[src/hdl/rse_pkg.sv]
`timescale 1ns / 1ps
// ----------------------------------------------------------------------------
// rse_pkg: shared types and constants of the RGB stencil edge marker
// Pixel and queue entry layouts, queue sizing, register indexes, reset sizes.
// ----------------------------------------------------------------------------
package rse_pkg;

    localparam int CHAN_W   = 8;
    localparam int COORD_W  = 10;
    localparam int SIZE_W   = 11;
    localparam int CFG_IDX_W = 1;

    localparam int DEF_MAX_WIDTH  = 1024;
    localparam int DEF_MAX_HEIGHT = 1024;
    localparam int RST_WIDTH      = 640;
    localparam int RST_HEIGHT     = 480;
    localparam int MIN_SIZE       = 3;

    localparam logic [CHAN_W-1:0] MARK_VALUE = 8'd254;

    localparam logic [CFG_IDX_W-1:0] REG_IMAGE_WIDTH  = 1'd0;
    localparam logic [CFG_IDX_W-1:0] REG_IMAGE_HEIGHT = 1'd1;

    localparam int FIFO_DEPTH = 4;
    localparam int FIFO_AW    = $clog2(FIFO_DEPTH);
    localparam int FIFO_CW    = $clog2(FIFO_DEPTH + 1);

    typedef struct packed {
        logic [CHAN_W-1:0] red;
        logic [CHAN_W-1:0] green;
        logic [CHAN_W-1:0] blue;
    } pixel_t;

    typedef struct packed {
        logic [COORD_W-1:0] row;
        logic [COORD_W-1:0] col;
        pixel_t             value;
    } fifo_entry_t;

    typedef struct packed {
        logic [FIFO_CW-1:0] count;
        logic               empty;
    } fifo_status_t;

    typedef struct packed {
        logic stage_valid;
        logic push;
    } front_status_t;

    // 8*center minus six neighbors, modulo 256
    function automatic logic [CHAN_W-1:0] stencil_chan(
        input logic [CHAN_W-1:0] ctr,
        input logic [CHAN_W-1:0] up,
        input logic [CHAN_W-1:0] dn,
        input logic [CHAN_W-1:0] lf,
        input logic [CHAN_W-1:0] rt,
        input logic [CHAN_W-1:0] dr,
        input logic [CHAN_W-1:0] ul
    );
        logic [CHAN_W-1:0] ctr8;
        begin
            ctr8 = {ctr[CHAN_W-4:0], 3'b000};
            return ctr8 - up - dn - lf - rt - dr - ul;
        end
    endfunction

endpackage

[src/hdl/rse_fifo.sv]
`timescale 1ns / 1ps
// ----------------------------------------------------------------------------
// rse_fifo: short queue between front and back
// Holds filtered pixels so the front streams on during short output stalls.
// ----------------------------------------------------------------------------
module rse_fifo (
    input  logic                  clk,
    input  logic                  rst_n,
    input  logic                  push,
    input  rse_pkg::fifo_entry_t  push_entry,
    input  logic                  pop,
    output rse_pkg::fifo_entry_t  head,
    output rse_pkg::fifo_status_t fifo_st
);

    rse_pkg::fifo_entry_t           slot_reg [rse_pkg::FIFO_DEPTH];
    logic [rse_pkg::FIFO_AW-1:0]    wr_ptr_reg;
    logic [rse_pkg::FIFO_AW-1:0]    rd_ptr_reg;
    logic [rse_pkg::FIFO_CW-1:0]    count_reg;

    always_ff @(posedge clk)
    begin
        if (push)
        begin
            slot_reg[wr_ptr_reg] <= push_entry;
        end
    end

    always_ff @(posedge clk or negedge rst_n)
    begin
        if (!rst_n)
        begin
            wr_ptr_reg <= '0;
            rd_ptr_reg <= '0;
            count_reg  <= '0;
        end
        else
        begin
            if (push)
            begin
                wr_ptr_reg <= wr_ptr_reg + 1'b1;
            end
            if (pop)
            begin
                rd_ptr_reg <= rd_ptr_reg + 1'b1;
            end
            if (push && !pop)
            begin
                count_reg <= count_reg + 1'b1;
            end
            else if (pop && !push)
            begin
                count_reg <= count_reg - 1'b1;
            end
        end
    end

    assign head          = slot_reg[rd_ptr_reg];
    assign fifo_st.count = count_reg;
    assign fifo_st.empty = (count_reg == '0);

endmodule

[config.mk]
export PLATFORM = sky130hd
export DESIGN_NAME = rse_fifo
export DESIGN_NICKNAME = d
export VERILOG_FILES = /design/src/hdl/rse_pkg.sv /design/src/hdl/rse_fifo.sv
export SDC_FILE = /design/constraint.sdc
export NUM_CORES = 1
export LEC_CHECK = 0
export ABC_CLOCK_PERIOD_IN_PS = 6100
export BUFFER_PORTS_ARGS = -buffer_cell sky130_fd_sc_hd__buf_2
export CAP_MARGIN = 20
export CORE_MARGIN = 8
export CORE_UTILIZATION = 50
export DETAILED_ROUTE_END_ITERATION = 7
export PLACE_DENSITY = 0.71
export SLEW_MARGIN = 20
export SYNTH_ARGS = -nofsm -noshare
export SYNTH_HDL_FRONTEND = slang
export SYNTH_SLANG_ARGS = --single-unit
[constraint.sdc]
create_clock -name clk -period 6.1 [get_ports clk]
set_input_delay 0.305 -clock clk [delete_from_list [all_inputs] [get_ports clk]]
set_output_delay 0.305 -clock clk [all_outputs]
set_load 0.02 [all_outputs]
==> results by group, run 1 <==
Cells and area
  • Number of flip-flops under the largest register name: 176
  • Fillcell total: 978
  • Share of cells above drive strength 1: 45.5%
  • Area grow syn2layout: 18.5%
  • Most common cell after layout, fill and taps aside: edfxtp_1
  • Commonest cells after routing, fill and taps aside: 176 x edfxtp_1, 95 x buf_2, 38 x mux4_2
  • Number of diodes: 0
  • Nets: 426
  • Register area: 5470 sq um
  • Multi-input gate area: 1210 sq um

STA
  • Max Fclk: 377 MHz
  • Sum of negative setup slack: 0 ns
  • Final period util: 43.5%
  • Tmin final: 2.65 ns
  • Finish-stage setup viols: 0
  • RSZ-0062 raised after global routing: false
  • Worst clock skew: 0.00655 ns
  • Max_slew headroom: 37.1%
  • Worst Slack Setup Final: approximately 3.4 ns
  • Slew Viols, Final: 0
  • Endpoints failing hold: 0
  • Worst Tran Pin Value: 0.943 ns

Drt
  • Drt wl/cell: 21.0 microns
  • Residual DRC count: 0
  • Final ANT Viol Nets: 0
  • Vias per cell: roughly 5.4
  • Routed Wire Length: about 12 mm
  • Drt pass-1 iters: 4
  • Initial DRC count: 170
  • Via count: approximately 3,000

Power
  • Power density over the cells: 506 nW/um^2
  • Static Leak: roughly 2.8 nW
  • Design Power: about 4 mW
  • Peak VDD IR: 0.280 mV

Logic synthesis
  • Synth Area in Simple Gates: 0.607%
  • Post-synthesis mux area share: 15.1%
  • Adder-Cell Fraction of Synth Area: 1.21%
  • Combinational family with the most area after synthesis: multiplexers
  • Post-synthesis xor/xnor area fraction: 0.773%
  • Register bit total from synthesis: roughly 180
  • Mapped cell area: 6800 sq um
  • Syn avg cell area: around 26 sq um
  • Syn_nets: 317
  • Mapped Cells: 263
  • Post-synth cell types: 18
  • Yosys synthesis warning count: 0
  • Compound-Gate Fraction of Synth Area: less than 1%
  • Register area share after synthesis: 80.3%

Worst setup path
  • WP data required: 5.79 ns
  • Worst-path cell chain: mux4_1, buf_2
  • Slowest stage delay, CP: 1.00 ns
  • Worst setup EP type: primary output
  • Kind of critical path: register to primary output
  • Worst Reg2Reg Path Length in Cells: 4
  • CP Max Fanout: 46
  • Crit path DAT: between 2 and 2.5 ns
  • Slowest cell on the critical path: dfrtp_4
  • Crit start category: register

GRT
  • GRT Util Overall: ~14%
  • Initial antenna violation count: 1
  • Total global routing overflow: 0
  • Number of global-route vias before repair: 3,373
  • First-pass GRT wire length: 18.5 mm
  • Largest net degree at the start of global routing: 47

Place
  • GP Congestion: 0.677
  • DP Worst Slack: 3.86 ns
  • Hpwl dp: slightly above 7 mm
  • PortBufs: 95

Floorplanning
  • Die footprint: 17,600 sq um
  • # rows: 42
  • Ports: 96
  • DIE HEIGHT: around 130 microns
  • Width of the die: about 130 microns
  • Core area: between 10,000 and 15,000 sq um
  • Initial core utilization: 51.3%

Clock network
  • Total CTS buffers: 17
  • Reg clk slew, reported paths: around 0.060 ns
  • H-tree depth: 4
  • Cts repair resizes: 0
  • Hold Buf Count CTS: 1
  • Clock Sinks: 183
  • CTS Buffer Depth: 2
  • Post-CTS Setup Inserts: 0
  • Clk_lat worst skew: roughly 0.42 ns
  • Clock tree from TritonCTS: built
  • Root Driver: clkbuf_16

Worst hold path
  • Hold Path Stages: 1
  • Hold WC Path Type: primary input to register

Flow run
  • Max Cap Violations: 0

Run status
  • Status: finished clean
-- stage by stage --
stage	instance area, sq um	std cells	hold slack [ns]	utilization (%)
3_5_place_dp	7420	528	0.154	56.0
2_1_floorplan	6800	263	0.00941	-
6_report	8060	561	0.0910	60.8
5_1_grt	8060	561	0.0751	60.8
4_1_cts	8050	561	0.0691	60.8
3_3_place_gp	7420	528	0.146	56.0
-- cells in the mapped netlist, drive strengths merged --
| master | count | area share (%) |
|---|---|---|
| and2 | 4 | 0.37 |
| buf | 10 | 1.7 |
| dfrtp | 7 | 2.6 |
| edfxtp | 176 | 78 |
| fa | 1 | 0.29 |
| ha | 5 | 0.92 |
| inv | 4 | 0.22 |
| mux2 | 1 | 0.17 |
| mux4 | 44 | 15 |
| nand2 | 2 | 0.11 |
| nor2 | 1 | 0.055 |
| nor3 | 1 | 0.074 |
| o21ai | 1 | 0.074 |
| xnor2 | 2 | 0.26 |
| xor2 | 4 | 0.52 |
-- path summary, 6_finish.rpt --
kind                       slack, ns                   endpoint                 startpoint
max                             3.45                   head[33]  rd_ptr_reg[0]$_DFFE_PN0P_
max in group asynchronous       5.68  rd_ptr_reg[0]$_DFFE_PN0P_                      rst_n
min reg2reg                     0.50   count_reg[2]$_DFFE_PN0P_   count_reg[2]$_DFFE_PN0P_
min in group asynchronous       0.24  wr_ptr_reg[1]$_DFFE_PN0P_                      rst_n
max reg2reg                     4.08  slot_reg[0][17]$_DFFE_PP_  wr_ptr_reg[0]$_DFFE_PN0P_
min                             0.09   slot_reg[0][9]$_DFFE_PP_              push_entry[9]
-- per-layer routing --
layer | vias up | global-route usage (%) | share of wire (%)
li1 | 1335 | - | -
met2 | 99 | 22.6 | 49
met4 | 2 | 5.87 | 1.7
met3 | 17 | 5.56 | 6.6
met5 | - | 0 | 0.14
met1 | 1574 | 16.7 | 42
-- power by group --
part / internal, mW / switching (mW) / total, mW
Clock: 0.690 / 0.455 / 1.15
Combinational: 0.483 / 0.588 / 1.07
Sequential: 1.65 / 0.214 / 1.86
-- critical path, delay by kind of cell (launching register included) --
family / cells / cell delay, ns
multiplexers: 1 / 0.66
buffers and inverters: 1 / 0.18
flip-flops: 1 / 1.00
-- layout make-up --
class	count	share of cell area, %
sequential	183	67.9
multi-input combinational	66	15.0
timing repair buffer	100	6.40
clock buffer	18	5.33
tap	176	2.73
clock inverter	14	2.45
inverter	4	0.186
-- cells by family (layout without fill, tap and decap cells) --
logic type,count (synthesis),in the layout
compound gates,1,1
xor+xnor,6,6
fa+ha+maj,6,6
buf+inv,14,136
flops,183,183
mux,45,45
simple gates,8,8
Power figures use the tool's default switching activity.
==> run 2: changes to the inputs <==
--- a/config.mk
+++ b/config.mk
@@ -5,7 +5,7 @@
 export SDC_FILE = /design/constraint.sdc
 export NUM_CORES = 1
 export LEC_CHECK = 0
-export ABC_CLOCK_PERIOD_IN_PS = 6100
+export ABC_CLOCK_PERIOD_IN_PS = 2600
 export BUFFER_PORTS_ARGS = -buffer_cell sky130_fd_sc_hd__buf_2
 export CAP_MARGIN = 20
 export CORE_MARGIN = 8
==> constraint.sdc (replaced) <==
create_clock -name clk -period 2.6 [get_ports clk]
set_input_delay 0.13 -clock clk [delete_from_list [all_inputs] [get_ports clk]]
set_output_delay 0.13 -clock clk [all_outputs]
set_load 0.02 [all_outputs]
==> results by group, run 2 (synthesized netlist as in run 1, its figures left out) <==
STA
  • Max Fclk: approximately 430 MHz
  • Worst Hold Margin: 0.0760 ns
  • Sum of negative setup slack: 0 ns
  • RSZ-0062 raised after global routing: false
  • Finish-stage setup viols: 0
  • Max_slew headroom: 65.2%
  • Worst Tran Pin Value: 0.522 ns
  • Slew Viols, Final: 0
  • Tmin final: 2.35 ns
  • Endpoints failing hold: 0
  • Final period util: approximately nine tenths
  • Worst clock skew: ~0.010 ns

Place
  • Post-Place Cells: 532
  • PortBufs: 95
  • Hpwl dp: roughly 7.5 mm
  • GP Congestion: 0.687

Worst setup path
  • CP top delay family: flip-flops
  • Crit start category: register
  • CP Buf/Inv Count: 2
  • CP Max Fanout: 21
  • Worst setup EP type: primary output
  • RR Endpoint: slot_reg[0][5]$_DFFE_PP_
  • Slowest stage delay, CP: 0.69 ns
  • R2r setup slk: 0.90 ns
  • Crit path DAT: 2.22 ns
  • Worst Reg2Reg Path Length in Cells: 4
  • Slowest cell on the critical path: dfrtp_4
  • Worst-path cell chain: buf_4, mux4_2, buf_2
  • Kind of critical path: register to primary output
  • FF-to-FF Start: wr_ptr_reg[0]$_DFFE_PN0P_
  • WP data required: 2.47 ns
  • Instance count on the critical path: 3

Clock network
  • Clock Sinks: around 180
  • Reg clk slew, reported paths: 0.06 ns
  • Clk_lat worst skew: 0.42 ns
  • Total CTS buffers: 17
  • H-tree depth: 4
  • Root Driver: clkbuf_16
  • Clock tree from TritonCTS: built
  • Post-CTS Setup Inserts: 0
  • CTS Buffer Depth: 2

Power
  • Peak VDD IR: 0.685 mV
  • Static Leak: approximately 3 nW
  • Power density over the cells: 1110 nW/um^2
  • Design Power: 9.50 mW

GRT
  • Total global routing overflow: 0
  • Initial antenna violation count: 0
  • Largest net degree at the start of global routing: 45
  • First-pass GRT wire length: 20.1 mm
  • GRT Util Overall: 15.1%
  • Number of global-route vias before repair: 3,625

Drt
  • Via count: 3,242
  • Vias per cell: 5.31
  • Drt wl/cell: 20.6 microns
  • Final ANT Viol Nets: 0
  • Drt pass-1 iters: 4
  • Routed Wire Length: 12.6 mm
  • Initial DRC count: 197
  • Residual DRC count: 0

Floorplanning
  • Width of the die: 133 microns
  • # rows: 42
  • Initial core utilization: ~51%
  • DIE HEIGHT: 133 microns
  • Ports: 96
  • Die footprint: between 15,000 and 20,000 sq um
  • Core area: 13,200 sq um

Cells and area
  • Final core utilization: 64.5%
  • Nets: 476
  • Most common cell after layout, fill and taps aside: edfxtp_1
  • Fillcell total: about 900
  • Number of diodes: 0
  • Area grow syn2layout: 25.6%
  • Share of cells above drive strength 1: 40.9%
  • Finished Layout Cells: 611
  • Number of flip-flops under the largest register name: between 150 and 200
  • Commonest cells after routing, fill and taps aside: 176 x edfxtp_1, 95 x buf_2, 47 x dlygate4sd3_1

Worst hold path
  • Hold WC Path Type: primary input to async pin

Run status
  • Status: finished clean

Flow run
  • Max Cap Violations: 0
-- run 2: changes by cell type in the layout (fill, tap and decap cells not counted), sizes merged --
cell,change
buf,+4
clkinv,+2
clkinvlp,+1
bufinv,-3
dlygate4sd3,+46
-- run 2: area by class of cell --
type / count / area, sq um / area share (%)
clock buffers: 18 / 429 / 5.03
well taps: 176 / 220 / 2.58
flip-flops and latches: 183 / 5470 / 64.0
repair buffers: 150 / 1070 / 12.5
multi-input cells: 66 / 1210 / 14.2
inverters: 4 / 15.0 / 0.176
clock inverters: 14 / 126 / 1.48
-- run 2: stage by stage --
stage / area (sq um) / setup slack, ns
4_1_cts: 8540 / 0.189
3_5_place_dp: 7510 / 0.659
5_1_grt: 8540 / 0.107
6_report: 8540 / 0.252
2_1_floorplan: 6800 / 0.516
3_3_place_gp: 7510 / 0.697
-- run 2: how the worst max path moves through the flow --
stage / startpoint / slack [ns] / end
2_1_floorplan: wr_ptr_reg[0]$_DFFE_PN0P_ / 0.52 / slot_reg[0][0]$_DFFE_PP_
3_3_place_gp: rd_ptr_reg[0]$_DFFE_PN0P_ / 0.70 / head[39]
3_5_place_dp: rd_ptr_reg[0]$_DFFE_PN0P_ / 0.66 / head[27]
4_1_cts: rd_ptr_reg[0]$_DFFE_PN0P_ / 0.19 / head[27]
5_1_grt: rd_ptr_reg[0]$_DFFE_PN0P_ / 0.11 / head[12]
6_report: rd_ptr_reg[0]$_DFFE_PN0P_ / 0.25 / head[27]
-- run 2: metal layers --
metal | global-route usage, % | up-vias | part of all wire, %
met4 | 5.68 | 0 | 1.2
li1 | - | 1431 | -
met1 | 18.9 | 1693 | 44
met3 | 5.19 | 15 | 6.8
met5 | 0 | - | 0
met2 | 23.8 | 103 | 48
-- run 2: what timing repair did --
action / 4_1_cts / 5_1_grt
hold buffers: 47 / 0
gates resized for setup: 0 / 0
hold endpoints to repair: 187 / 0
-- run 2: power breakdown --
group | internal [mW] | switching, mW | total (mW)
Clock | 1.33 | 1.08 | 2.41
Combinational | 1.28 | 1.64 | 2.92
Sequential | 3.87 | 0.305 | 4.17
