$ cat config.mk
export PLATFORM = sky130hd
export DESIGN_NAME = rse_back
export DESIGN_NICKNAME = d
export VERILOG_FILES = /design/src/hdl/rse_pkg.sv /design/src/hdl/rse_back.sv
export SDC_FILE = /design/constraint.sdc
export NUM_CORES = 1
export LEC_CHECK = 0
export BUFFER_PORTS_ARGS = -buffer_cell sky130_fd_sc_hd__buf_2
export CORE_MARGIN = 3
export CORE_UTILIZATION = 29
export CTS_CLUSTER_SIZE = 10
export DETAILED_ROUTE_END_ITERATION = 6
export PLACE_DENSITY_LB_ADDON = 0.2
export SLEW_MARGIN = 25
export SYNTH_ARGS = -nofsm -noshare
export SYNTH_HDL_FRONTEND = slang
export SYNTH_SLANG_ARGS = --single-unit
$ cat constraint.sdc
create_clock -name clk -period 4.3 [get_ports clk]
set_input_delay 0.215 -clock clk [delete_from_list [all_inputs] [get_ports clk]]
set_output_delay 0.215 -clock clk [all_outputs]
set_load 0.01 [all_outputs]
$ cat src/hdl/rse_pkg.sv
`timescale 1ns / 1ps
// ----------------------------------------------------------------------------
// rse_pkg: shared types and constants of the RGB stencil edge marker
// Pixel and queue entry layouts, queue sizing, register indexes, reset sizes.
// ----------------------------------------------------------------------------
package rse_pkg;

    localparam int CHAN_W   = 8;
    localparam int COORD_W  = 10;
    localparam int SIZE_W   = 11;
    localparam int CFG_IDX_W = 1;

    localparam int DEF_MAX_WIDTH  = 1024;
    localparam int DEF_MAX_HEIGHT = 1024;
    localparam int RST_WIDTH      = 640;
    localparam int RST_HEIGHT     = 480;
    localparam int MIN_SIZE       = 3;

    localparam logic [CHAN_W-1:0] MARK_VALUE = 8'd254;

    localparam logic [CFG_IDX_W-1:0] REG_IMAGE_WIDTH  = 1'd0;
    localparam logic [CFG_IDX_W-1:0] REG_IMAGE_HEIGHT = 1'd1;

    localparam int FIFO_DEPTH = 4;
    localparam int FIFO_AW    = $clog2(FIFO_DEPTH);
    localparam int FIFO_CW    = $clog2(FIFO_DEPTH + 1);

    typedef struct packed {
        logic [CHAN_W-1:0] red;
        logic [CHAN_W-1:0] green;
        logic [CHAN_W-1:0] blue;
    } pixel_t;

    typedef struct packed {
        logic [COORD_W-1:0] row;
        logic [COORD_W-1:0] col;
        pixel_t             value;
    } fifo_entry_t;

    typedef struct packed {
        logic [FIFO_CW-1:0] count;
        logic               empty;
    } fifo_status_t;

    typedef struct packed {
        logic stage_valid;
        logic push;
    } front_status_t;

    // 8*center minus six neighbors, modulo 256
    function automatic logic [CHAN_W-1:0] stencil_chan(
        input logic [CHAN_W-1:0] ctr,
        input logic [CHAN_W-1:0] up,
        input logic [CHAN_W-1:0] dn,
        input logic [CHAN_W-1:0] lf,
        input logic [CHAN_W-1:0] rt,
        input logic [CHAN_W-1:0] dr,
        input logic [CHAN_W-1:0] ul
    );
        logic [CHAN_W-1:0] ctr8;
        begin
            ctr8 = {ctr[CHAN_W-4:0], 3'b000};
            return ctr8 - up - dn - lf - rt - dr - ul;
        end
    endfunction

endpackage

$ cat src/hdl/rse_back.sv
`timescale 1ns / 1ps
// ----------------------------------------------------------------------------
// rse_back: dominance check and output register
// Pops filtered pixels, applies the channel dominance mark, holds the result.
// ----------------------------------------------------------------------------
module rse_back (
    input  logic                                 clk,
    input  logic                                 rst_n,
    input  rse_pkg::fifo_entry_t                 head,
    input  rse_pkg::fifo_status_t                fifo_st,
    output logic                                 pop,
    output logic                                 out_valid,
    input  logic                                 out_ready,
    output logic [rse_pkg::COORD_W-1:0]          out_row,
    output logic [rse_pkg::COORD_W-1:0]          out_col,
    output logic [rse_pkg::CHAN_W-1:0]           out_blue,
    output logic [rse_pkg::CHAN_W-1:0]           out_green,
    output logic [rse_pkg::CHAN_W-1:0]           out_red,
    output logic                                 dominance_mark
);

    logic                          valid_reg;
    rse_pkg::fifo_entry_t          data_reg;
    logic                          mark_reg;
    logic [rse_pkg::CHAN_W+1:0]    b9, g9, r9;
    logic                          mark;

    assign pop = !fifo_st.empty && (!valid_reg || out_ready);

    // two spare bits so the sum of two channels cannot wrap
    assign b9 = {2'b00, head.value.blue};
    assign g9 = {2'b00, head.value.green};
    assign r9 = {2'b00, head.value.red};
    assign mark = (r9 > g9 + b9) || (g9 > r9 + b9) || (b9 > g9 + r9);

    always_ff @(posedge clk or negedge rst_n)
    begin
        if (!rst_n)
        begin
            valid_reg <= 1'b0;
        end
        else if (pop)
        begin
            valid_reg <= 1'b1;
        end
        else if (out_ready)
        begin
            valid_reg <= 1'b0;
        end
    end

    always_ff @(posedge clk)
    begin
        if (pop)
        begin
            data_reg.row <= head.row;
            data_reg.col <= head.col;
            mark_reg     <= mark;
            if (mark)
            begin
                data_reg.value <= {rse_pkg::MARK_VALUE, rse_pkg::MARK_VALUE,
                                   rse_pkg::MARK_VALUE};
            end
            else
            begin
                data_reg.value <= head.value;
            end
        end
    end

    assign out_valid      = valid_reg;
    assign out_row        = data_reg.row;
    assign out_col        = data_reg.col;
    assign out_blue       = data_reg.value.blue;
    assign out_green      = data_reg.value.green;
    assign out_red        = data_reg.value.red;
    assign dominance_mark = mark_reg;

endmodule

==> results of run 1 <==
[layout make-up]
cell class / count / area, um^2
fill: 1028 / 6200
multi-input combinational: 190 / 1595
sequential: 46 / 1376
timing repair buffer: 97 / 495.5
tap: 133 / 166.4
clock buffer: 5 / 68.82
inverter: 14 / 52.55
clock inverter: 3 / 45.04
[flip-flops by register name (all words and copies together), names as in the netlist]
register	count
dominance_mark	1
out_row	10
out_red	8
out_blue	8
out_col	10
out_green	8
out_valid	1
[cell usage after synthesis, drive strengths merged (3+ instances only)]
master / number / area, um^2
a211oi: 4 / 35.03
a21o: 6 / 45.04
a21oi: 15 / 75.07
and3: 5 / 31.28
buf: 4 / 32.53
edfxtp: 45 / 1351
fa: 3 / 60.06
ha: 48 / 600.6
inv: 14 / 52.55
nand2: 7 / 26.28
nand2b: 5 / 31.28
nand3: 6 / 30.03
nand3b: 18 / 135.1
nand4: 4 / 25.02
nor2: 15 / 56.30
o211ai: 6 / 50.05
o21ai: 8 / 43.79
o21bai: 3 / 22.52
xnor2: 3 / 26.28
xor2: 14 / 122.6
[through the flow]
step	util	hold slack [ns]	total power, uW	cells	area (um^2)
finish	0.3800	0.08386	1353	488	3800
global placement	0.3676	-0.01010	1041	479	3676
CTS	0.3800	0.07118	1373	488	3800
detailed placement	0.3676	-0.006437	1049	479	3676
floorplan	-	-0.08059	910.3	254	3045
global route	0.3800	0.05757	1454	488	3800
[critical path: stages]
cell and delay (ns):
buf_2 0.14, ha_1 0.23, fa_1 0.43, a211oi_1 0.22
nor2_1 0.10, o21a_1 0.18, nor2_1 0.11, xor2_1 0.17
ha_1 0.25, and3_1 0.16, a221o_1 0.33, o211ai_2 0.51
buf_4 0.29, nand3b_1 0.10
[cell families (layout without fill, tap and decap cells)]
group                    after synthesis  in the layout  share of synthesized area
AND/OR/NAND/NOR                       68             68                     0.1257
AO/OA/AOI/OAI                         54             54                     0.1286
adder cells (fa/ha/maj)               51             51                     0.2169
buffers and inverters                 18            119                    0.02794
XOR/XNOR                              17             17                    0.04889
flip-flops                            46             46                     0.4519
[metal layers]
| metal | share of wire | global-route usage |
|---|---|---|
| met2 | 0.44 | 0.2123 |
| met3 | 0.081 | 0.02866 |
| met1 | 0.47 | 0.1810 |
| met4 | 0.011 | 0.03517 |
| met5 | 0 | 0 |
[report_power, final]
part | switching, uW | total, uW | internal, uW
clock | 147 | 320 | 173
combinational | 270 | 466 | 197
sequential | 9.33 | 567 | 558
total | 426 | 1350 | 927
[path summary, 6_finish.rpt]
check | slack [ns] | endpoint | cells past startpoint
min in group asynchronous | 0.20 | out_valid | 2
hold reg to reg | 0.60 | out_valid | 2
setup reg to reg | 2.59 | out_row[2] | 2
max in group asynchronous | 4.01 | out_valid | 2
hold / removal | 0.08 | out_col[6] | 1
setup / recovery | 0.91 | out_green[7] | 14
==> impl_metrics.csv, run 1 <==
group,metric,value,unit
status,status,"complete, no violations",
critical_path,reg2reg_from,"out_valid",
yosys,syn-instance-count,254,
drt,drc,0,
drt,drt-initial-drc-count,66,
timing,setup_viol,0,
floorplan,die_h,108.5,um
yosys,async_flop_share,0.02174,
timing,finalCriticalPeriod,3.393,ns
yosys,yosys.cell_types.count,43,
floorplan,ios,98,
placement,port_buffers,94,
critical_path,path_max_fanout,14,
yosys,synth_seq_cells,46,
power_and_ir_drop,p_per_area,356.1,mW/mm^2
critical_path,critPathCaptureType,"flip-flop",
cts,clk_pin_slew,0.09,ns
drt,vias,2338,
layout,drive_above_1_share,0.3127,
critical_path,startpoint,"head[8]",
cts,htreeDepth,2,
global_routing,grt_first_pass_wirelength,11.96,mm
placement,gp_congestion,0.7738,
timing,rsz0062_at_grt,"false",
floorplan,core,0.01000,mm^2
floorplan,initial_core_util,0.3046,
cts,clock_path_buffers,2,
cts,root_buffer,"clkbuf_8",
cts,worstSkewPairLatency,0.30,ns
yosys,synth_edf_count,45,
timing,finalCritPeriodShare,0.7890,
critical_path,start_kind,"input port",
job,drv_cap,0,
timing,tightest_slew,0.5905,ns
layout,nets,456,
drt,viasPerCell,4.791,
global_routing,grt_pass1_vias,2390,
floorplan,fp.dieArea,0.01177,mm^2
drt,dr.pass1.iters,4,
yosys,avgSynthCellArea,11.99,um^2
critical_path,arrival,3.43,ns
power_and_ir_drop,p_leak,0.001664,uW
yosys,yosysSeqAreaShare,0.4519,
layout,layout_common_cells,"buf_2 (94), ha_1 (48), edfxtp_1 (45), nand3b_1 (18), nor2_1 (15)",
cts,cts_sinks,46,
yosys,synthFlopType,"edfxtp_1",
global_routing,grt_max_degree,31,
cts,numCtsBuffers,5,
floorplan,fp-row-count,36,
yosys,synth_fp_nets,356,
layout,final_common_cell,"buf_2",
drt,wl_per_cell,15.58,um
yosys,ys_warn_count,0,
drt,wl,7.602,mm
placement,dp.final_hpwl,6.239,mm
worst_hold_path,hp-start,"head[30]",
global_routing,track_usage,0.1324,
cts,cts.repair.resized,0,
power_and_ir_drop,ir_worst_vdd,0.1584,mV
timing,slew_violations,0,
drt,antenna_left,0,
timing,fin_setup_tns,0,ns
critical_path,setup.worst_path.class,"in2reg",
cts,cts_setup_buffers,0,
timing,finalClockSkew,0.007764,ns
critical_path,cp.required,4.34,ns
yosys,synth_area,0.003045,mm^2
placement,dp_slack,0.5495,ns
layout,antennaDiodeCount,0,
global_routing,antenna_found_initial,0,
timing,layout_setup_ws,0.9073,ns
worst_hold_path,min-delay-path-class,"in2reg",
layout,syn_to_final_growth,24.77,%
timing,relSlewSlack,0.6052,
cts,holdBufCountCts,1,
floorplan,die_x,108.5,um
global_routing,overflow,0,
timing,hold_viol_final,0,
timing,fmax,294.8,MHz
cts,cts_tree,"done",
(Power assumes the default switching activity.)
==> run 2, diff against run 1 <==
Clock period 4.3 ns to 3.3 ns, I/O delays scaled along.
==> run 2 against run 1 <==
Effect of this change:
- critical path depth unchanged
- hold slack worse by 0.050 ns
- count of clock-buffer cells in the layout is the same
- critical path type unchanged
- highest routed layer unchanged
==> impl_metrics.csv, run 2 (synthesis results as in run 1) <==
group,metric,value,unit
drt,dr.pass1.iters,4,
placement,dp_slack,-0.05213,ns
placement,port_buffers,94,
critical_path,critPathCaptureType,"flip-flop",
global_routing,overflow,0,
layout,drive_above_1_share,0.3260,
global_routing,track_usage,0.1295,
placement,dp.cells,485,
layout,fillers,1022,
power_and_ir_drop,p_leak,0.001695,uW
global_routing,grt_pass1_vias,2371,
timing,tightest_slew,0.4589,ns
floorplan,initial_core_util,0.3046,
placement,dp.final_hpwl,6.154,mm
cts,htreeDepth,2,
critical_path,cp_slowest_cell,"fa_1",
critical_path,start_kind,"input port",
worst_hold_path,min-delay-path-class,"in2reg",
global_routing,grt_first_pass_wirelength,11.81,mm
critical_path,startpoint,"head[16]",
job,drv_cap,0,
layout,final_common_cell,"buf_2",
timing,relSlewSlack,0.6934,
drt,antenna_left,0,
cts,worstSkewPairLatency,0.29,ns
timing,finalClockSkew,0.007172,ns
cts,cts_tree,"done",
timing,fin_setup_tns,0,ns
cts,holdBufCountCts,1,
layout,antennaDiodeCount,0,
timing,hold_viol_final,0,
timing,slew_violations,0,
global_routing,grt_max_degree,36,
drt,wl,7.521,mm
placement,gp_congestion,0.7869,
drt,viasPerCell,4.766,
power_and_ir_drop,p_per_area,444.0,mW/mm^2
cts,root_buffer,"clkbuf_8",
floorplan,die_h,108.5,um
timing,setup_viol,0,
critical_path,slowest_delay,0.38,ns
critical_path,setup.worst_path.class,"in2reg",
timing,finalCritPeriodShare,0.9220,
critical_path,cp.required,3.34,ns
layout,layout_common_cells,"buf_2 (94), ha_1 (48), edfxtp_1 (45), nand3b_1 (18), nor2_1 (15)",
cts,cts_sinks,46,
layout,fin_util,0.3851,
timing,fmax,328.7,MHz
timing,layout_setup_ws,0.2575,ns
global_routing,antenna_found_initial,0,
critical_path,r2r_slack,1.69,ns
critical_path,reg2reg_to,"out_red[5]",
timing,rsz0062_at_grt,"false",
layout,fin_cells,495,
drt,drc,0,
drt,vias,2359,
layout,nets,463,
drt,wl_per_cell,15.19,um
critical_path,reg2regPathDepth,3,
power_and_ir_drop,ir_worst_vdd,0.1857,mV
floorplan,fp-row-count,36,
timing,finalCriticalPeriod,3.043,ns
floorplan,die_x,108.5,um
critical_path,path_max_fanout,25,
status,status,"complete, no violations",
cts,clk_pin_slew,0.09,ns
floorplan,core,0.01000,mm^2
worst_hold_path,hp-start,"head[28]",
worst_hold_path,holdPathEnd,"out_col[4]",
layout,syn_to_final_growth,26.46,%
critical_path,arrival,3.08,ns
worst_hold_path,hold_path_depth,1,
floorplan,ios,98,
cts,numCtsBuffers,5,
cts,cts_setup_buffers,0,
critical_path,reg2reg_from,"out_valid",
cts,cts.repair.resized,0,
drt,drt-initial-drc-count,156,
cts,clock_path_buffers,2,
critical_path,path_cells,"buf_2, ha_1, inv_1, fa_1, nand2b_1, a21o_1, a21oi_1, xnor2_1, ha_1, a211oi_1, o211ai_1, o211ai_1, o32a_4, nand3b_1",
floorplan,fp.dieArea,0.01177,mm^2
run 2: changes by cell type in the layout (fill, tap and decap cells not counted):
cell	before	now
buf_16	0	1
buf_4	2	8
bufinv_16	1	0
inv_6	0	1
run 2: worst max path at each step:
stage	to	slack, ns	cells past startpoint
floorplan	dominance_mark	0.03	1
global placement	out_blue[3]	-0.03	14
detailed placement	out_green[5]	-0.05	14
CTS	out_green[5]	0.27	14
global route	out_green[5]	0.04	14
finish	out_green[5]	0.26	14
run 2: per-layer routing:
layer	up-vias	part of all wire	routed length, um	GRT usage
met1	1073	0.48	3617	0.1797
met2	97	0.43	3200	0.2061
met5	-	0	0	0
met4	0	0.015	115	0.03697
li1	1180	-	-	-
met3	9	0.078	588	0.02388
run 2: cell type report:
cell class / count / area, um^2 / area share
clock buffer: 5 / 68.82 / 0.01787
inverter: 14 / 52.55 / 0.01365
timing repair buffer: 104 / 568.0 / 0.1475
tap: 133 / 166.4 / 0.04321
sequential: 46 / 1376 / 0.3574
clock inverter: 3 / 23.77 / 0.006173
multi-input combinational: 190 / 1595 / 0.4142
run 2: critical path: cells and delay by family:
kind	cells	cell delay (ns)
xor+xnor	1	0.14
buf+inv	2	0.20
fa+ha+maj	3	0.82
simple gates	2	0.32
compound gates	6	1.42
run 2: power breakdown:
part | total [uW] | switching, uW | internal [uW] | leakage (uW)
logic | 621 | 350 | 272 | 0.00123
clock network | 349 | 198 | 152 | 0.0000408
registers | 739 | 12.6 | 727 | 0.000426
run 2: per-stage QoR:
step                      power [uW]  instance area, um^2  hold WS (ns)
after global routing            1843                 3851       0.01313
final                           1710                 3851       0.03362
after floorplan                 1186                 3045       -0.1306
after CTS                       1729                 3824       0.02398
after detailed placement        1373                 3721      -0.05772
after global placement          1367                 3721      -0.06018
==> run 3, diff against run 2 <==
Settings changed: ABC_AREA set to 1.
==> run 3 against run 2 <==
Effect of this change:
- utilization is 1.2 points lower
- power up 0.35%
- via count grew 7.8%
- non-clock buffer count is 8 lower
- first-iteration DRC count shrank 3.2%
- combinational power down 5.8%
- sequential cell count unchanged
- design area up 1.9%
- global-route usage decreased by 0.70 points
- critical path depth grew 1
- largest cell class unchanged
- highest routed layer unchanged
==> impl_metrics.csv, run 3 <==
group,metric,value,unit
status,status,"complete, no violations",
power_and_ir_drop,p_per_area,437.0,mW/mm^2
floorplan,core,0.01051,mm^2
placement,port_buffers,94,
timing,layout_setup_ws,0.6216,ns
cts,numCtsBuffers,5,
drt,drc,0,
critical_path,cp_top_family,"simple AND/OR/NAND/NOR gates",
worst_hold_path,hold_path_depth,1,
timing,rsz0062_at_grt,"false",
drt,viasPerCell,4.588,
cts,clock_path_buffers,2,
cts,cts_sinks,46,
critical_path,path_cells,"buf_2, ha_1, fa_1, nand3_1, nand2_1, a31oi_1, xor2_1, ha_1, and3_1, nand2_1, nand3_1, nor2_1, nand2_2, nand3_2, nor2_1",
global_routing,track_usage,0.1225,
timing,finalClockSkew,0.004597,ns
power_and_ir_drop,power,1716,uW
yosys,synth_edf_count,45,
timing,finalCritPeriodShare,0.8116,
yosys,avgSynthCellArea,9.982,um^2
placement,dp.cells,545,
yosys,synth_top_cell_by_area,"edfxtp_1",
power_and_ir_drop,ir_worst_vdd,0.2013,mV
yosys,synth_commonest_cells,"inv_1 (49), ha_1 (48), nand2_1 (46)",
global_routing,grt_pass1_vias,2559,
yosys,synthFlopType,"edfxtp_1",
layout,final_common_cell,"buf_2",
yosys,synth_top_area_share,0.4230,
worst_hold_path,holdPathEnd,"out_col[0]",
yosys,synth_fp_nets,422,
floorplan,die_x,111.0,um
timing,fmax,373.4,MHz
critical_path,crit_buf_inv,1,
floorplan,ios,98,
timing,hold_viol_final,0,
floorplan,initial_core_util,0.3040,
global_routing,antenna_found_initial,0,
cts,cts_tree,"done",
drt,antenna_left,0,
yosys,synth_seq_cells,46,
layout,nets,519,
drt,vias,2542,
yosys,ys_warn_count,0,
critical_path,reg2regPathDepth,2,
drt,wl,7.482,mm
critical_path,cp_slowest_cell,"fa_1",
floorplan,fp-row-count,37,
yosys,synthTopCellsByArea,"edfxtp_1 (42%), ha_1 (19%), inv_1 (5.8%)",
cts,root_buffer,"clkbuf_8",
cts,cts.repair.resized,0,
timing,fin_setup_tns,0,ns
timing,finalCriticalPeriod,2.678,ns
drt,dr.pass1.iters,4,
critical_path,cp.depth,15,
layout,antennaDiodeCount,0,
job,drv_cap,0,
critical_path,slowest_delay,0.41,ns
timing,relSlewSlack,0.5602,
critical_path,r2r_slack,1.56,ns
critical_path,critPathCaptureType,"flip-flop",
critical_path,setup.worst_path.class,"in2reg",
global_routing,grt_max_degree,26,
timing,slew_violations,0,
layout,layout_common_cells,"buf_2 (94), inv_1 (49), ha_1 (48), nand2_1 (46), edfxtp_1 (45)",
critical_path,start_kind,"input port",
layout,drive_above_1_share,0.2799,
critical_path,reg2reg_to,"out_green[7]",
critical_path,cp.required,3.35,ns
layout,fin_util,0.3736,
yosys,yosys.cell_types.count,31,
cts,htreeDepth,2,
layout,syn_to_final_growth,22.91,%
drt,wl_per_cell,13.51,um
placement,gp_congestion,0.8804,
yosys,syn-instance-count,320,
floorplan,die_h,111.0,um
timing,tightest_slew,0.6582,ns
cts,clk_pin_slew,0.08,ns
yosys,synth_area,0.003194,mm^2
cts,worstSkewPairLatency,0.29,ns
floorplan,fp.dieArea,0.01231,mm^2
drt,drt-initial-drc-count,151,
placement,dp.final_hpwl,6.329,mm
placement,dp_slack,0.3276,ns
global_routing,grt_first_pass_wirelength,12.30,mm
global_routing,overflow,0,
yosys,yosysSeqAreaShare,0.4309,
worst_hold_path,hp-start,"head[24]",
power_and_ir_drop,p_leak,0.001867,uW
timing,setup_viol,0,
yosys,yosysMostFrequentCell,"inv_1",
worst_hold_path,min-delay-path-class,"in2reg",
critical_path,path_max_fanout,22,
yosys,async_flop_share,0.02174,
layout,fin_cells,554,
critical_path,arrival,2.73,ns
critical_path,reg2reg_from,"out_valid",
-- run 3: cell types whose count changed in the layout (fill, tap and decap cells not counted), moves of 4 or more --
cell,previous run,this run
nand4_1,4,24
buf_4,8,1
and3_1,5,1
nand3_1,6,11
a21oi_1,14,25
inv_1,14,49
nand2b_1,5,0
a21o_1,6,2
o211ai_1,5,0
nand2_1,7,46
nand3b_1,18,0
-- run 3: how the worst max path moves through the flow --
stage	to	startpoint
final	out_blue[0]	head[8]
after global routing	out_red[0]	head[8]
after detailed placement	out_blue[0]	head[8]
after global placement	out_red[0]	head[8]
after floorplan	dominance_mark	out_valid
after CTS	out_blue[0]	head[8]
-- run 3: cells by family (layout without fill, tap and decap cells) --
family,Yosys count,count (layout),synth area share
compound gates,41,41,0.07520
xor+xnor,18,18,0.04935
flops,46,46,0.4309
fa+ha+maj,51,51,0.2068
buf+inv,58,156,0.07599
simple gates,106,106,0.1618
-- run 3: power by group --
| group | internal, uW | switching, uW |
|---|---|---|
| clock network | 226 | 177 |
| registers | 717 | 11.4 |
| logic | 225 | 360 |
-- run 3: final cells by class --
cell class | instances | area, um^2
clock buffers | 6 | 72.57
clock inverters | 2 | 37.54
fillers | 1060 | 6583
inverters | 52 | 195.2
multi-input cells | 216 | 1587
flip-flops and latches | 46 | 1376
well taps | 136 | 170.2
repair buffers | 96 | 488.0
-- run 3: through the flow --
stage	cell area [um^2]	hold WS, ns
2_1_floorplan	3194	-0.1306
3_3_place_gp	3806	-0.06024
3_5_place_dp	3806	-0.05991
4_1_cts	3926	0.03234
5_1_grt	3926	0.02403
6_report	3926	0.04706
-- run 3: repair_timing --
action                    4_1_cts  5_1_grt
hold endpoints to repair        1        0
hold buffers                    1        0
setup buffers                   0        0
-- run 3: per-layer routing --
layer | vias to the layer above | track usage | share of wire
li1 | 1310 | - | -
met1 | 1137 | 0.1616 | 0.47
met2 | 85 | 0.2075 | 0.46
met3 | 10 | 0.01801 | 0.053
met4 | 0 | 0.03695 | 0.020
met5 | - | 0 | 0
